`config.mk`:
```
export PLATFORM = sky130hd
export DESIGN_NAME = obb_sat_mem
export DESIGN_NICKNAME = d
export VERILOG_FILES = /design/src/rtl/obb_sat_pkg.sv /design/src/rtl/obb_sat_mem.sv
export SDC_FILE = /design/constraint.sdc
export NUM_CORES = 2
export LEC_CHECK = 0
export BUFFER_PORTS_ARGS = -buffer_cell sky130_fd_sc_hd__clkbuf_2
export CAP_MARGIN = 5
export CORE_ASPECT_RATIO = 0.7
export CORE_MARGIN = 2
export CORE_UTILIZATION = 30
export DETAILED_ROUTE_END_ITERATION = 6
export SLEW_MARGIN = 40
export SYNTH_ARGS = -nofsm -noshare
export SYNTH_HDL_FRONTEND = slang
export SYNTH_SLANG_ARGS = --single-unit
```
`constraint.sdc`:
```
create_clock -name i_clk -period 6.42 [get_ports i_clk]
set_clock_uncertainty 0.15 [all_clocks]
set_input_delay 0.642 -clock i_clk [delete_from_list [all_inputs] [get_ports i_clk]]
set_output_delay 0.642 -clock i_clk [all_outputs]
set_load 0.02 [all_outputs]
```
`src/rtl/obb_sat_pkg.sv`:
```
// shared types, constants and step decode for the oriented box overlap test
package obb_sat_pkg;

    localparam int ADDR_W   = 6;
    localparam int RF_DEPTH = 45;

    // operand store layout
    localparam logic [ADDR_W-1:0] ADR_AXA = 6'd0;
    localparam logic [ADDR_W-1:0] ADR_AXB = 6'd9;
    localparam logic [ADDR_W-1:0] ADR_CA  = 6'd18;
    localparam logic [ADDR_W-1:0] ADR_CB  = 6'd21;
    localparam logic [ADDR_W-1:0] ADR_HA  = 6'd24;
    localparam logic [ADDR_W-1:0] ADR_HB  = 6'd27;
    localparam logic [ADDR_W-1:0] ADR_R   = 6'd30;
    localparam logic [ADDR_W-1:0] ADR_T   = 6'd39;
    localparam logic [ADDR_W-1:0] ADR_D   = 6'd42;

    // request op codes
    localparam logic [3:0] OP_HB  = 4'd9;
    localparam logic [3:0] OP_RUN = 4'd10;

    // axis codes
    localparam logic [3:0] AXIS_NONE = 4'd0;
    localparam logic [3:0] AXIS_A0   = 4'd1;
    localparam logic [3:0] AXIS_B0   = 4'd4;
    localparam logic [3:0] AXIS_X0   = 4'd7;

    typedef enum logic [2:0] {
        ST_IDLE,
        ST_LOAD,
        ST_READ,
        ST_MUL,
        ST_WAIT,
        ST_END,
        ST_OUT
    } t_state;

    typedef enum logic [2:0] {
        PH_D,
        PH_R,
        PH_T,
        PH_A,
        PH_B,
        PH_X
    } t_phase;

    typedef struct packed {
        logic [ADDR_W-1:0] a_addr;
        logic [ADDR_W-1:0] b_addr;
        logic              b_abs;
        logic              pass;
        logic              to_rad;
        logic              neg;
        logic              last;
        logic              is_test;
        logic [ADDR_W-1:0] dst;
        logic [3:0]        axis;
    } t_step;

    function automatic logic [1:0] div3(input logic [3:0] g);
        logic [1:0] r;
        case (g)
            4'd0, 4'd1, 4'd2: r = 2'd0;
            4'd3, 4'd4, 4'd5: r = 2'd1;
            4'd6, 4'd7, 4'd8: r = 2'd2;
            default:          r = 2'd0;
        endcase
        return r;
    endfunction

    function automatic logic [1:0] mod3(input logic [3:0] g);
        logic [1:0] r;
        case (g)
            4'd0, 4'd3, 4'd6: r = 2'd0;
            4'd1, 4'd4, 4'd7: r = 2'd1;
            4'd2, 4'd5, 4'd8: r = 2'd2;
            default:          r = 2'd0;
        endcase
        return r;
    endfunction

    function automatic logic [1:0] inc3(input logic [1:0] v);
        logic [1:0] r;
        case (v)
            2'd0:    r = 2'd1;
            2'd1:    r = 2'd2;
            default: r = 2'd0;
        endcase
        return r;
    endfunction

    // row-major index of a 3x3 entry
    function automatic logic [ADDR_W-1:0] ix3(input logic [1:0] r, input logic [1:0] c);
        return ADDR_W'(r) + ADDR_W'(r) + ADDR_W'(r) + ADDR_W'(c);
    endfunction

    function automatic logic [3:0] last_grp(input t_phase ph);
        logic [3:0] r;
        case (ph)
            PH_R, PH_X: r = 4'd8;
            default:    r = 4'd2;
        endcase
        return r;
    endfunction

    function automatic t_phase next_phase(input t_phase ph);
        t_phase r;
        case (ph)
            PH_D:    r = PH_R;
            PH_R:    r = PH_T;
            PH_T:    r = PH_A;
            PH_A:    r = PH_B;
            PH_B:    r = PH_X;
            default: r = PH_X;
        endcase
        return r;
    endfunction

    // one product term of the run program
    function automatic t_step step_decode(input t_phase ph, input logic [3:0] g,
                                          input logic [2:0] t);
        t_step      s;
        logic [1:0] i;
        logic [1:0] j;
        logic [1:0] i1;
        logic [1:0] i2;
        logic [1:0] j1;
        logic [1:0] j2;
        logic [1:0] gl;
        logic [2:0] tm2;
        logic [2:0] tm3;
        s   = '0;
        i   = div3(g);
        j   = mod3(g);
        i1  = inc3(i);
        i2  = inc3(i1);
        j1  = inc3(j);
        j2  = inc3(j1);
        gl  = g[1:0];
        tm2 = t - 3'd2;
        tm3 = t - 3'd3;
        case (ph)
            PH_D: begin
                s.pass = 1'b1;
                if (t == 3'd0) begin
                    s.a_addr = ADR_CB + ADDR_W'(g);
                end else begin
                    s.a_addr = ADR_CA + ADDR_W'(g);
                    s.neg    = 1'b1;
                    s.last   = 1'b1;
                end
                s.dst = ADR_D + ADDR_W'(g);
            end
            PH_R: begin
                s.a_addr = ADR_AXA + ix3(i, t[1:0]);
                s.b_addr = ADR_AXB + ix3(j, t[1:0]);
                s.last   = (t == 3'd2);
                s.dst    = ADR_R + ADDR_W'(g);
            end
            PH_T: begin
                s.a_addr = ADR_D + ADDR_W'(t[1:0]);
                s.b_addr = ADR_AXA + ix3(gl, t[1:0]);
                s.last   = (t == 3'd2);
                s.dst    = ADR_T + ADDR_W'(g);
            end
            PH_A: begin
                s.is_test = 1'b1;
                s.axis    = AXIS_A0 + 4'(gl);
                if (t == 3'd0) begin
                    s.a_addr = ADR_T + ADDR_W'(gl);
                    s.pass   = 1'b1;
                end else if (t == 3'd1) begin
                    s.a_addr = ADR_HA + ADDR_W'(gl);
                    s.pass   = 1'b1;
                    s.to_rad = 1'b1;
                end else begin
                    s.a_addr = ADR_HB + ADDR_W'(tm2[1:0]);
                    s.b_addr = ADR_R + ix3(gl, tm2[1:0]);
                    s.b_abs  = 1'b1;
                    s.to_rad = 1'b1;
                    s.last   = (t == 3'd4);
                end
            end
            PH_B: begin
                s.is_test = 1'b1;
                s.axis    = AXIS_B0 + 4'(gl);
                if (t < 3'd3) begin
                    s.a_addr = ADR_HA + ADDR_W'(t[1:0]);
                    s.b_addr = ADR_R + ix3(t[1:0], gl);
                    s.b_abs  = 1'b1;
                    s.to_rad = 1'b1;
                end else if (t < 3'd6) begin
                    s.a_addr = ADR_T + ADDR_W'(tm3[1:0]);
                    s.b_addr = ADR_R + ix3(tm3[1:0], gl);
                end else begin
                    s.a_addr = ADR_HB + ADDR_W'(gl);
                    s.pass   = 1'b1;
                    s.to_rad = 1'b1;
                    s.last   = 1'b1;
                end
            end
            PH_X: begin
                s.is_test = 1'b1;
                s.axis    = AXIS_X0 + g;
                case (t)
                    3'd0: begin
                        s.a_addr = ADR_HA + ADDR_W'(i1);
                        s.b_addr = ADR_R + ix3(i2, j);
                        s.b_abs  = 1'b1;
                        s.to_rad = 1'b1;
                    end
                    3'd1: begin
                        s.a_addr = ADR_HA + ADDR_W'(i2);
                        s.b_addr = ADR_R + ix3(i1, j);
                        s.b_abs  = 1'b1;
                        s.to_rad = 1'b1;
                    end
                    3'd2: begin
                        s.a_addr = ADR_HB + ADDR_W'(j1);
                        s.b_addr = ADR_R + ix3(i, j2);
                        s.b_abs  = 1'b1;
                        s.to_rad = 1'b1;
                    end
                    3'd3: begin
                        s.a_addr = ADR_HB + ADDR_W'(j2);
                        s.b_addr = ADR_R + ix3(i, j1);
                        s.b_abs  = 1'b1;
                        s.to_rad = 1'b1;
                    end
                    3'd4: begin
                        s.a_addr = ADR_T + ADDR_W'(i2);
                        s.b_addr = ADR_R + ix3(i1, j);
                    end
                    default: begin
                        s.a_addr = ADR_T + ADDR_W'(i1);
                        s.b_addr = ADR_R + ix3(i2, j);
                        s.neg    = 1'b1;
                        s.last   = 1'b1;
                    end
                endcase
            end
            default: s = '0;
        endcase
        return s;
    endfunction

endpackage

```
`src/rtl/obb_sat_mem.sv`:
```
// operand store: one write port, two registered read ports
module obb_sat_mem #(
    parameter int DATA_WIDTH = 32
) (
    input  logic                               i_clk,
    input  logic                               i_we,
    input  logic [obb_sat_pkg::ADDR_W-1:0]     i_waddr,
    input  logic [DATA_WIDTH-1:0]              i_wdata,
    input  logic [obb_sat_pkg::ADDR_W-1:0]     i_raddr_a,
    input  logic [obb_sat_pkg::ADDR_W-1:0]     i_raddr_b,
    output logic [DATA_WIDTH-1:0]              o_rdata_a,
    output logic [DATA_WIDTH-1:0]              o_rdata_b
);
    import obb_sat_pkg::*;

    logic [DATA_WIDTH-1:0] r_mem [RF_DEPTH];

    always_ff @(posedge i_clk) begin
        if (i_we) begin
            r_mem[i_waddr] <= i_wdata;
        end
        o_rdata_a <= r_mem[i_raddr_a];
        o_rdata_b <= r_mem[i_raddr_b];
    end

endmodule

```
==> flow_summary.toml <==
[run_status]
outcome = "finished clean"

[yosys]
synth-edff-count = 1440
ys.flop_type = "edfxtp_1"
yosys.area.top_type = "edfxtp_1"
syn_avg_cell_area_um2 = 17.2
synthAdderAreaFrac_pct = 0
synth_compound_gate_area_share_pct = 9.18
yosysTopAreaCellShare_pct = 62.3
ys_warn_count = 0
synth_top_family_by_area = "multiplexers"
yosysSeqAreaShare_pct = 64.1
synth_cell_types = 31
synthesis.area_mm2 = 0.0694
synthesis.nets = 4083
syn_inst = 4031
synthMuxAreaShare_pct = 23.1
yosys.area_share.simple_pct = 0.916
yosysMostFrequentCell = "edfxtp_1"
synthTopCellsByArea = "edfxtp_1, mux2i_1, mux4_2"
async_reset_ff_share_pct = 0
synth_common_cells = "edfxtp_1, mux2i_1, a22oi_1, mux4_2, clkbuf_1"
ys_ff_latch = 1504
yosys.area_share.xor_xnor_pct = 0

[floorplanning]
fp.dieH_um = 406
start_util_pct = 30.2
num_rows = 147
coreArea_mm2 = 0.230
dieArea_mm2 = 0.235
io_pins = 116
die_w_um = 579

[worst_setup_path]
cp_data_required_time_ns = 6.89
crit_buf_inv = 4
slowest_delay_ns = 0.56
crit_path_end_kind = "flop"
path_delay_family = "buffers and inverters"
path_cells = "buf_8, buf_16, buf_4, buf_4, mux2i_1, a22o_1, a221oi_1, o22ai_1, o41ai_2"
worstPathArrival_ns = 3.61
cp_max_fo = 40
critical_path_class = "in2reg"
slowest_stage = "o41ai_2"
path_common_cell = "buf_4"
start_kind = "primary input"

[power_and_ir_drop]
leakage_nw = 27.3
power_mw = 21.7
pwr_density_cell_mw_per_mm2 = 273
ir_drop_mv = 0.168

[cts]
cts-root-to-sink-buffers = 4
hold_buffers = 0
clk_pin_slew_ns = 0.06
clk_latency_ns = 0.79
numCtsBuffers = 148
cts_tree = "done"
post_cts_buffers = 0
cts.sinks = 1504
cts.htree.levels = 4
cts-root-buf = "clkbuf_16"
ctsResizeCount = 0

[global_route]
grt_use_total_pct = 20.0
grt_pass1_wl_um = 333000
grt_pass1_vias = 42018
antenna_found_initial = 21
grt-ovfl-total = 0
grt_max_degree = 95

[place]
place_congestion = 0.823
port_buffers = 115
dp_hpwl_um = 143000

[sta]
drv_slew = 0
finalSetupViolCount = 0
maxSlewHeadroom_pct = 36.4
hold_violations = 0
hold-worst-slack_ns = 0.192
max_freq_ghz = 0.318
finalCriticalPeriod_ns = 3.15
rsz0062_at_grt = "no"
post-route-period-util_pct = 49.0
tns_ns = 0
worstMarginPinSlew_ns = 0.952

[final_layout]
final_layout_size_suffix_gt1_share_pct = 21.3
area_growth_pct = 14.4
fin_nets = 4200

[detailed_routing]
drt_iter0_markers = 6126
drtPass1Iterations = 5
ant_nets = 0
post_drt_wl_per_cell_um = 33.0
drc_errors = 0
routed_via_density = 5.91
wirelength_um = 242000
route.vias.total = 43211

[hold_path]
hold_class = "in2reg"

[flow_run]
max_cap_viol_count = 0
==> layout make-up <==
class / count / area (um^2)
antenna: 3 / 7.51
clock buffer: 205 / 4110
clock inverter: 55 / 638
fill: 21519 / 150000
multi-input combinational: 2197 / 23400
sequential: 1504 / 44500
tap: 3054 / 3820
timing repair buffer: 297 / 2900
==> metrics by stage <==
step	cells	util, %	area, um^2	worst slack (ns)
final	7315	34.6	79400	3.27
after global routing	7313	34.6	79400	3.17
after CTS	7312	34.6	79400	3.32
after detailed placement	7052	32.5	74700	2.51
after global placement	7005	32.1	73600	2.47
after floorplan	4031	-	69400	2.48
==> cells by family after synthesis <==
kind of cell,Yosys count
AND/OR/NAND/NOR,149
flip-flops,1504
multiplexers,1280
buffers and inverters,330
AO/OA/AOI/OAI,768
==> where the power goes <==
group / internal [mW] / total (mW) / switching (mW)
Combinational: 0.683 / 1.88 / 1.19
Sequential: 10.9 / 11.0 / 0.113
Clock: 5.05 / 8.86 / 3.81
==> sequential cells by signal (all words and copies together), names as in the netlist <==
name       flops
o_rdata_b     32
o_rdata_a     32
r_mem       1440
==> path summary, 6_finish.rpt <==
kind | cells past startpoint | to | slack [ns] | startpoint
worst min register to register | 3 | o_rdata_b[15] | 0.54 | r_mem[44][15]
worst max-delay path | 9 | o_rdata_a[2] | 3.27 | i_raddr_a[0]
worst max register to register | 4 | o_rdata_a[5] | 4.21 | r_mem[35][5]
worst min-delay path | 1 | r_mem[43][8] | 0.19 | i_wdata[8]
==> cell usage in the layout (no fill, tap or decap), types with 27 or more instances in the layout <==
cell type  count
a21oi_1      128
a221oi_1     108
a22o_1       128
a22oi_1      256
buf_4        117
buf_8         27
clkbuf_1      41
clkbuf_16    151
clkbuf_2      79
dfxtp_1       64
edfxtp_1    1440
mux2i_1     1024
mux4_2       256
nand2_1       70
nor2_4        45
o22ai_1       64
o41ai_2       64
==> layer usage <==
layer	vias to the layer above	wire, um	GRT usage [%]
met2	2751	103000	29.2
met1	22933	105000	29.6
li1	17118	-	-
met5	-	67	0
met4	10	6460	5.16
met3	399	27300	4.77
Note: power is estimated with default switching activity, not from simulation.
